<file path="src/rtl/jst_pkg.sv">
// shared types and constants of the json stream tokenizer
`default_nettype none

package jst_pkg;

  // token table geometry
  localparam int TOK_DEPTH = 256;
  localparam int IDX_W     = 8;

  // record queue geometry
  localparam int FIFO_DEPTH = 8;
  localparam int FIFO_PTR_W = 3;
  localparam int FIFO_CNT_W = 4;
  localparam int MAX_REC    = 4;

  // status codes
  localparam logic [1:0] ST_OK    = 2'd0;
  localparam logic [1:0] ST_INVAL = 2'd1;
  localparam logic [1:0] ST_PART  = 2'd2;
  localparam logic [1:0] ST_NOMEM = 2'd3;

  // token kinds
  localparam logic [1:0] K_OBJ  = 2'd0;
  localparam logic [1:0] K_ARR  = 2'd1;
  localparam logic [1:0] K_STR  = 2'd2;
  localparam logic [1:0] K_PRIM = 2'd3;

  // one token table entry
  typedef struct packed {
    logic [1:0]         kind;
    logic signed [17:0] start_pos;
    logic signed [17:0] end_pos;
    logic [7:0]         children;
    logic [8:0]         parent;
    logic [8:0]         inner;
  } entry_t;

  // one result record
  typedef struct packed {
    logic               record_kind;
    logic [7:0]         token_index;
    logic [1:0]         token_kind;
    logic signed [17:0] start_pos;
    logic signed [17:0] end_pos;
    logic [7:0]         child_count;
    logic signed [8:0]  parent_index;
    logic [8:0]         inner_count;
    logic [1:0]         status;
    logic [8:0]         token_total;
    logic               last_result;
  } rec_t;

  // table write port
  typedef struct packed {
    logic             en;
    logic [IDX_W-1:0] addr;
    entry_t           data;
  } mem_wr_t;

  // up to two records written into the queue per cycle
  typedef struct packed {
    logic we0;
    logic we1;
    rec_t rec0;
    rec_t rec1;
  } fifo_push_t;

endpackage

`default_nettype wire

</file>
<file path="src/rtl/jst_rec_fifo.sv">
// result record queue, two writes and one read per cycle; the read is held while pop_stall is high
`default_nettype none

module jst_rec_fifo (
  input  logic                            clk,
  input  logic                            rst_n,
  input  jst_pkg::fifo_push_t             push,
  input  logic                            pop_stall,
  output logic                            out_valid,
  output jst_pkg::rec_t                   out_rec,
  output logic [jst_pkg::FIFO_CNT_W-1:0]  count
);
  import jst_pkg::*;

  rec_t                  q_r [FIFO_DEPTH];
  logic [FIFO_PTR_W-1:0] wp_r, rp_r;
  logic [FIFO_CNT_W-1:0] cnt_r;
  logic                  pop;
  logic [FIFO_PTR_W-1:0] wp1;

  assign out_valid = (cnt_r != '0);
  assign pop       = out_valid && !pop_stall;
  assign out_rec   = q_r[rp_r];
  assign count     = cnt_r;
  assign wp1       = wp_r + FIFO_PTR_W'(push.we0);

  // storage
  always_ff @(posedge clk) begin
    if (push.we0) begin
      q_r[wp_r] <= push.rec0;
    end
    if (push.we1) begin
      q_r[wp1] <= push.rec1;
    end
  end

  // pointers and fill count
  always_ff @(posedge clk) begin
    if (!rst_n) begin
      wp_r  <= '0;
      rp_r  <= '0;
      cnt_r <= '0;
    end else begin
      wp_r  <= wp_r + FIFO_PTR_W'(push.we0) + FIFO_PTR_W'(push.we1);
      rp_r  <= rp_r + FIFO_PTR_W'(pop);
      cnt_r <= cnt_r + FIFO_CNT_W'(push.we0) + FIFO_CNT_W'(push.we1) - FIFO_CNT_W'(pop);
    end
  end

endmodule

`default_nettype wire

</file>
<file path="config.mk">
export PLATFORM = sky130hd
export DESIGN_NAME = jst_rec_fifo
export DESIGN_NICKNAME = d
export VERILOG_FILES = /design/src/rtl/jst_pkg.sv /design/src/rtl/jst_rec_fifo.sv
export SDC_FILE = /design/constraint.sdc
export NUM_CORES = 1
export LEC_CHECK = 0
export ABC_CLOCK_PERIOD_IN_PS = 13700
export CORE_MARGIN = 8
export CORE_UTILIZATION = 60
export CTS_CLUSTER_SIZE = 14
export DETAILED_ROUTE_END_ITERATION = 16
export DONT_BUFFER_PORTS = 1
export GPL_TIMING_DRIVEN = 0
export PLACE_DENSITY = 0.83
export SETUP_SLACK_MARGIN = 0.4
export SYNTH_ARGS = -nofsm -noshare
export SYNTH_HDL_FRONTEND = slang
export SYNTH_SLANG_ARGS = --single-unit
</file>
<file path="constraint.sdc">
create_clock -name clk -period 13.7 [get_ports clk]
set_input_delay 2.055 -clock clk [delete_from_list [all_inputs] [get_ports clk]]
set_output_delay 2.055 -clock clk [all_outputs]
set_load 0.05 [all_outputs]
</file>
==> run_results.csv, run 1 <==
group,metric,value,unit
outcome,outcome,"complete, no violations",
setup_path,regToRegEndpoint,"q_r[0][45]",
die,dieHeight,255,µm
cts,clk_latency,0.63,ns
cts,ctsResizeCount,0,
drt,viasPerCell,6.62,
finish,fillCellCount,3606,
run,drv_cap,0,
timing,hold_violations,0,
synth,avgSynthCellArea,18.9,µm²
synth,syn_nets,2000,
global_routing,grt_pass1_wl,125,mm
setup_path,worstReg2RegStart,"wp_r[0]",
die,core,56400,µm²
finish,area_delta_synth_final,12.8,%
cts,numCtsBuffers,73,
placement,placed_cell_area,36300,µm²
cts,post_cts_buffers,0,
setup_path,reg2reg_depth,10,
power_and_ir_drop,p_per_area,177,nW/µm²
drt,drc_errors,0,
die,io_pins,265,
global_routing,antenna_found_initial,0,
setup_path,endpoint,"out_rec[2]",
cts,h-tree-depth,3,
synth,yosys_warnings,0,
synth,ys_ff_latch,690,
setup_path,startpoint,"rp_r[1]",
cts,cts.clk_slew.worst_paths,0.06,ns
die,dieArea,65000,µm²
drt,dr.pass1.iters,5,
drt,final_antenna_net_count,0,
setup_path,critPathMaxFanout,10,
finish,diodes,0,
setup_path,cp-start-kind,"flop",
drt,wl_per_cell,31.0,µm
timing,rsz0062_at_grt,"false",
timing,fin_crit_sh,41.4,%
drt,via_count,18169,
timing,clock_skew,0.0282,ns
placement,pre_cts_ws,8.48,ns
setup_path,rrSetupSlack,9.99,ns
setup_path,arrival,3.61,ns
timing,max_clock_freq,0.176,GHz
global_routing,grt_max_degree,25,
placement,place_congestion,0.779,
timing,worst_pin_slew,0.991,ns
worst_hold_path,hp-class,"flop to flop",
timing,period_minus_slack,5.67,ns
cts,cts-root-buf,"clkbuf_16",
synth,synth-seq-area-share,60.2,%
power_and_ir_drop,p_leak,12.4,nW
power_and_ir_drop,total_power,6.86,mW
finish,fin_util,68.6,%
global_routing,grt_overflow,0,
die,dieWidth,255,µm
timing,slew_violations,0,
cts,cts_hold_buf,0,
cts,cts_tree,"built",
synth,synth_cell_types,34,
placement,portBuffers,0,
timing,max-slew-margin-rel,33.8,%
drt,drt-total-wl,85.0,mm
cts,clockBufferDepth,3,
global_routing,grtUsageTotal,26.1,%
global_routing,grt_pass1_vias,19491,
synth,synthCells,1813,
die,start_util,60.8,%
finish,stdcell_area,38700,µm²
timing,setup_viol,0,
finish,drive_gt1_share,59.4,%
finish,final_cell_mix,"765 x mux2_2, 680 x edfxtp_1, 170 x mux4_2",
drt,drt_iter0_markers,1563,
setup_path,cp-end-kind,"output port",
finish,finalNetCount,2115,
placement,hpwl,56.3,mm
timing,layout_setup_ws,8.03,ns
setup_path,critPathKind,"flop to output port",
cts,clkSinkCount,690,
finish,final_common_cell,"mux2_2",
power_and_ir_drop,irDropWorstVdd,0.000112,V
setup_path,critPathRequiredTime,11.64,ns
die,num_rows,87,
synth,syn_area,34300,µm²
-- flip-flops by register name, summed over array words and instances (netlist names) --
signal	flops
count	4
wp_r	3
q_r	680
rp_r	3
-- area by class of cell --
| type | count | area, µm² | area share (%) |
|---|---|---|---|
| repair buffers | 40 | 951 | 2.46 |
| clock inverters | 48 | 433 | 1.12 |
| inverters | 7 | 26.3 | 0.0680 |
| multi-input cells | 994 | 13000 | 33.7 |
| well taps | 756 | 946 | 2.45 |
| flip-flops and latches | 690 | 20600 | 53.3 |
| clock buffers | 86 | 1960 | 5.07 |
| plain buffers | 122 | 698 | 1.81 |
-- power breakdown --
group,internal (mW),switching (mW),total (mW)
Combinational,0.839,1.31,2.15
Sequential,2.64,0.0779,2.72
Clock,1.17,0.819,1.99
-- through the flow --
stage,hold WS [ns],std cells,setup TNS [ns]
global placement,0.558,2569,-419.95
global route,0.621,2743,0
detailed placement,0.584,2609,0
CTS,0.600,2743,0
finish,0.597,2743,0
floorplan,0.552,1813,0
-- synthesized netlist by cell type --
| library cell | number | share of area, % |
|---|---|---|
| mux2_2 | 765 | 25 |
| edfxtp_1 | 680 | 60 |
| mux4_2 | 170 | 11 |
| buf_2 | 63 | 0.92 |
| clkbuf_1 | 29 | 0.32 |
| buf_6 | 18 | 0.59 |
| dfxtp_1 | 10 | 0.58 |
| ha_1 | 10 | 0.37 |
| and2_1 | 7 | 0.13 |
| buf_4 | 7 | 0.15 |
| inv_1 | 7 | 0.077 |
| nand2_1 | 6 | 0.066 |
| buf_1 | 5 | 0.055 |
| nor2_1 | 5 | 0.055 |
| nand2b_1 | 4 | 0.073 |
| nor2b_1 | 3 | 0.055 |
| o22ai_1 | 3 | 0.055 |
| fa_1 | 2 | 0.12 |
| nor3_2 | 2 | 0.058 |
| o21bai_1 | 2 | 0.044 |
| xnor2_1 | 2 | 0.051 |
| a21oi_1 | 1 | 0.015 |
| a221oi_1 | 1 | 0.026 |
| mux2i_1 | 1 | 0.029 |
| nand2_2 | 1 | 0.018 |
| nand3_1 | 1 | 0.015 |
| nand3b_1 | 1 | 0.022 |
| nor3b_1 | 1 | 0.022 |
| o21ai_0 | 1 | 0.015 |
| o31ai_1 | 1 | 0.022 |
| o32ai_1 | 1 | 0.026 |
| xnor2_2 | 1 | 0.047 |
| xor2_1 | 1 | 0.026 |
| xor2_2 | 1 | 0.047 |
-- worst min-delay path by stage --
stage | cells past startpoint | to | slack [ns] | from
after floorplan | 2 | rp_r[1] | 0.55 | rp_r[1]
after global placement | 2 | rp_r[1] | 0.56 | rp_r[1]
after detailed placement | 2 | rp_r[0] | 0.58 | rp_r[0]
after CTS | 2 | rp_r[0] | 0.60 | rp_r[0]
after global routing | 2 | rp_r[0] | 0.62 | rp_r[0]
final | 2 | rp_r[0] | 0.60 | rp_r[0]
-- metal layers --
metal  share of wire [%]  vias to the layer above  GRT usage (%)
met4                 3.1                        0           9.49
met2                  51                      691           45.0
met1                  37                     9599           31.3
met5                   0                        -              0
met3                 8.5                      171           7.42
li1                    -                     7708              -
-- critical path: stages, from the launching register on --
cell      delay [ns]
dfxtp_1         0.34
buf_2           0.33
clkbuf_1        0.78
clkbuf_1        0.69
mux4_2          0.40
mux2_2          0.44
-- cells by family after synthesis --
logic type | share of synthesized area [%]
AND/OR/NAND/NOR | 0.511
adder cells (fa/ha/maj) | 0.482
multiplexers | 36.3
flip-flops | 60.2
AO/OA/AOI/OAI | 0.201
XOR/XNOR | 0.172
buffers and inverters | 2.11
No activity file was read; power rests on OpenSTA's default activity.
==> inputs of run 2 (changes only) <==
ABC_CLOCK_PERIOD_IN_PS = 5600   (was 13700)
clock period = 5.6 ns   (was 13.7 ns; I/O delays follow)
==> run_results.csv, run 2 (same netlist as run 1, synthesis figures left out) <==
group,metric,value,unit
outcome,outcome,"complete, no violations",
die,dieHeight,255,µm
timing,max-slew-margin-rel,29.5,%
setup_path,cp_cell_sequence,"buf_2, clkbuf_1, clkbuf_1, mux4_2, mux2_2",
drt,final_antenna_net_count,0,
worst_hold_path,min_to,"count[3]",
drt,drt_iter0_markers,1654,
power_and_ir_drop,comb_power_share,31.6,%
global_routing,antenna_found_initial,0,
setup_path,cp-end-kind,"output port",
timing,slew_violations,0,
global_routing,grt_pass1_vias,19656,
cts,cts_hold_buf,0,
timing,fin_hold_ws,0.389,ns
finish,final_cells,2739,
cts,cts_tree,"built",
power_and_ir_drop,p_sw,5.39,mW
finish,regMostFlops,"q_r",
setup_path,slowest_stage,"clkbuf_1",
worst_hold_path,hold_path_startpoint,"rst_n",
finish,finalNetCount,2115,
power_and_ir_drop,p_per_area,433,nW/µm²
global_routing,grt_pass1_wl,127,mm
global_routing,grt_overflow,0,
setup_path,reg2reg_depth,9,
timing,hold_violations,0,
timing,rsz0062_at_grt,"false",
finish,stdcell_area,38600,µm²
setup_path,critPathKind,"flop to output port",
timing,worst_pin_slew,1.06,ns
cts,clkSinkCount,690,
setup_path,critPathRequiredTime,4.76,ns
worst_hold_path,hp-class,"primary input to flop",
die,core,56400,µm²
finish,area_delta_synth_final,12.6,%
finish,final_common_cell,"mux2_2",
cts,ctsResizeCount,0,
setup_path,critPathMaxFanout,10,
setup_path,rrSetupSlack,1.99,ns
cts,numCtsBuffers,73,
die,num_rows,87,
finish,largest_register_ffs,680,
global_routing,grtUsageTotal,26.6,%
timing,period_minus_slack,4.58,ns
placement,placed_cell_area,36200,µm²
run,drv_cap,0,
timing,clock_skew,0.0235,ns
drt,via_count,18356,
power_and_ir_drop,p_leak,12.4,nW
drt,drt-total-wl,86.5,mm
worst_hold_path,whs_path_depth,2,
die,dieArea,65000,µm²
die,dieWidth,255,µm
power_and_ir_drop,sw_frac_of_total,32.3,%
placement,place_inst,2609,
setup_path,cp-start-kind,"flop",
placement,place_congestion,0.773,
timing,max_clock_freq,0.218,GHz
setup_path,arrival,3.74,ns
power_and_ir_drop,irDropWorstVdd,0.000366,V
timing,setup_viol,0,
global_routing,grt_max_degree,25,
finish,multiInputGateArea,13000,µm²
setup_path,crit_top_cell,"clkbuf_1",
finish,ff_latch_area,20600,µm²
setup_path,worstReg2RegStart,"wp_r[0]",
drt,dr.pass1.iters,5,
die,start_util,60.8,%
power_and_ir_drop,share_clk_of_total_power,28.6,%
timing,fin_crit_sh,81.7,%
setup_path,regToRegEndpoint,"q_r[1][25]",
placement,hpwl,56.7,mm
power_and_ir_drop,seqPwrFrac,39.8,%
drt,drc_errors,0,
finish,drive_gt1_share,59.2,%
cts,h-tree-depth,3,
placement,portBuffers,0,
finish,fillCellCount,3655,
finish,final_cell_mix,"765 x mux2_2, 680 x edfxtp_1, 170 x mux4_2",
cts,clk_latency,0.62,ns
drt,wl_per_cell,31.6,µm
cts,post_cts_buffers,0,
setup_path,max_stage_delay,0.83,ns
cts,cts.clk_slew.worst_paths,0.06,ns
drt,viasPerCell,6.70,
cts,clockBufferDepth,3,
power_and_ir_drop,internal_power,11.3,mW
die,io_pins,265,
cts,cts-root-buf,"clkbuf_16",
finish,diodes,0,
-- run 2: cell type report --
type | instances | share of cell area, %
inverter | 7 | 0.0681
tap | 756 | 2.45
clock buffer | 94 | 5.16
multi-input combinational | 994 | 33.8
buffer | 122 | 1.81
sequential | 690 | 53.5
clock inverter | 36 | 0.850
timing repair buffer | 40 | 2.41
-- run 2: critical path: cells and delay by family (launching register included) --
kind | cells | cell delay, ns
flip-flops | 1 | 0.35
buffers and inverters | 3 | 1.88
multiplexers | 2 | 0.86
-- run 2: worst max path at each step --
stage          slack, ns  depth (start not counted)       from    endpoint
6_report            1.02                          5    rp_r[1]  out_rec[0]
5_1_grt             0.96                          5    rp_r[1]  out_rec[0]
4_1_cts             0.99                          5    rp_r[1]  out_rec[0]
3_5_place_dp        1.66                          5    rp_r[1]  out_rec[0]
3_3_place_gp       -4.91                          4  push[171]  q_r[3][49]
2_1_floorplan      -0.52                          4  push[171]   q_r[3][0]
-- run 2: power groups by stage --
stage | registers (mW) | clock network [mW] | logic (mW)
2_1_floorplan | 6.76 | 0 | 4.02
3_5_place_dp | 6.75 | 0 | 5.30
3_3_place_gp | 6.87 | 0 | 4.96
6_report | 6.64 | 4.78 | 5.27
5_1_grt | 6.68 | 5.02 | 5.51
4_1_cts | 6.64 | 4.83 | 5.33
-- run 2: per-stage QoR --
| step | util (%) | power [mW] | TNS, ns | setup WS (ns) |
|---|---|---|---|---|
| final | 68.4 | 16.7 | 0 | 1.02 |
| after CTS | 68.4 | 16.8 | 0 | 0.994 |
| after global placement | 62.5 | 11.8 | -1590.55 | -4.91 |
| after detailed placement | 64.3 | 12.0 | 0 | 1.66 |
| after global routing | 68.4 | 17.2 | 0 | 0.962 |
| after floorplan | - | 10.8 | -87.86 | -0.517 |
-- run 2: routing by layer --
metal | share of wire, % | up-vias | wire, µm | track usage [%]
li1 | - | 7707 | - | -
met1 | 38 | 9748 | 32500 | 33.3
met2 | 51 | 768 | 43900 | 44.9
met3 | 9.1 | 133 | 7840 | 7.11
met4 | 2.6 | 0 | 2240 | 8.81
met5 | 0 | - | 0 | 0
==> inputs of run 3 (changes only) <==
ABC_CLOCK_PERIOD_IN_PS = 4300   (was 5600)
clock period = 4.3 ns   (was 5.6 ns; I/O delays follow)
==> run_results.csv, run 3 (same netlist as run 1, synthesis figures left out) <==
group,metric,value,unit
outcome,outcome,"complete, no violations",
timing,max-slew-margin-rel,32.1,%
cts,clockBufferDepth,3,
drt,drc_errors,0,
cts,numCtsBuffers,73,
global_routing,grt_pass1_vias,19373,
die,num_rows,87,
timing,worst_pin_slew,1.02,ns
global_routing,use_met1,33.3,%
cts,post_cts_buffers,0,
timing,layout_setup_ws,0.452,ns
placement,portBuffers,0,
cts,clkSinkCount,690,
setup_path,rrSetupSlack,0.60,ns
setup_path,startpoint,"rp_r[0]",
setup_path,slowest_stage,"mux4_2",
placement,hpwl,56.6,mm
setup_path,worstReg2RegStart,"wp_r[0]",
finish,area_delta_synth_final,12.6,%
timing,tns,0,ns
global_routing,grt_pass1_wl,126,mm
power_and_ir_drop,total_power,21.7,mW
drt,viasPerCell,6.70,
global_routing,antenna_found_initial,0,
setup_path,cp-end-kind,"output port",
run,drv_cap,0,
setup_path,crit_top_cell,"buf_2",
placement,pre_cts_ws,0.406,ns
global_routing,use_met3,7.86,%
die,core,56400,µm²
timing,clock_skew,0.00988,ns
cts,cts-root-buf,"clkbuf_16",
global_routing,grtUsageTotal,26.4,%
timing,setup_viol,0,
setup_path,arrival,3.20,ns
setup_path,critPathMaxFanout,10,
power_and_ir_drop,p_per_area,562,nW/µm²
setup_path,critPathKind,"flop to output port",
finish,fin_util,68.4,%
die,dieWidth,255,µm
global_routing,grt_overflow,0,
setup_path,max_stage_delay,0.57,ns
global_routing,grt_max_degree,25,
finish,regMostFlops,"q_r",
drt,via_count,18359,
worst_hold_path,hold_path_startpoint,"rst_n",
power_and_ir_drop,p_leak,12.4,nW
finish,finalNetCount,2118,
drt,dr.pass1.iters,5,
finish,largest_register_ffs,680,
die,io_pins,265,
finish,final_cell_mix,"765 x mux2_2, 680 x edfxtp_1, 170 x mux4_2",
worst_hold_path,hp-class,"primary input to flop",
timing,hold_violations,0,
global_routing,busiest_layer,"met2",
drt,drt_iter0_markers,1963,
finish,drive_gt1_share,59.7,%
setup_path,cp_cell_sequence,"clkbuf_2, buf_2, buf_2, mux4_2, mux2_2",
timing,slew_violations,0,
finish,diodes,0,
timing,max_clock_freq,0.260,GHz
drt,final_antenna_net_count,0,
finish,final_common_cell,"mux2_2",
placement,place_congestion,0.785,
cts,cts.clk_slew.worst_paths,0.06,ns
drt,wl_per_cell,31.5,µm
timing,period_minus_slack,3.85,ns
timing,fin_crit_sh,89.5,%
setup_path,critPathRequiredTime,3.65,ns
global_routing,grtUsageMet2,43.9,%
die,dieHeight,255,µm
cts,h-tree-depth,3,
cts,cts_hold_buf,0,
drt,drt-total-wl,86.4,mm
timing,rsz0062_at_grt,"true",
cts,cts_tree,"built",
cts,ctsResizeCount,8,
die,start_util,60.8,%
setup_path,cp-start-kind,"flop",
cts,clk_latency,0.60,ns
die,dieArea,65000,µm²
power_and_ir_drop,irDropWorstVdd,0.000407,V
run 3: cell types whose count changed in the layout (fill, tap and decap cells not counted), moves of 2 or more:
cell	before	now
clkbuf_2	0	11
inv_6	2	4
buf_16	21	23
clkinv_1	15	12
clkbuf_1	46	43
buf_1	5	1
clkbuf_16	77	75
clkinv_2	11	8
run 3: final timing paths:
path / depth (start not counted) / to
setup / recovery: 5 / out_rec[19]
hold / removal: 2 / count[3]
setup reg to reg: 9 / q_r[5][33]
hold reg to reg: 2 / rp_r[0]
run 3: per-layer routing:
layer	up-vias	part of all wire [%]	wire (µm)
li1	7713	-	-
met1	9643	38	32700
met2	829	50	43000
met3	174	9.5	8210
met4	0	2.9	2470
met5	-	0	0
run 3: final cells by class:
cell class              instances  area [µm²]
repair buffers                 43         990
fillers                      3667       17800
multi-input cells             994       13000
plain buffers                 122         726
inverters                       7        26.3
clock inverters                30         278
flip-flops and latches        690       20600
clock buffers                  99        1980
well taps                     756         946
run 3: where the power goes:
group	switching, mW	internal [mW]
Combinational	4.23	2.72
Sequential	0.239	8.40
Clock	2.55	3.52
run 3: metrics by stage:
| stage | cells | area (µm²) | hold WS [ns] |
|---|---|---|---|
| global placement | 2569 | 35300 | 0.558 |
| CTS | 2741 | 38600 | 0.182 |
| global route | 2741 | 38600 | 0.209 |
| floorplan | 1813 | 34300 | 0.552 |
| finish | 2741 | 38600 | 0.214 |
| detailed placement | 2612 | 36300 | 0.580 |
run 3: worst max-delay path, delay by kind of cell (launching register included):
family / cells / cell delay [ns]
buffers and inverters: 3 / 1.26
DFF: 1 / 0.33
muxes: 2 / 1.00
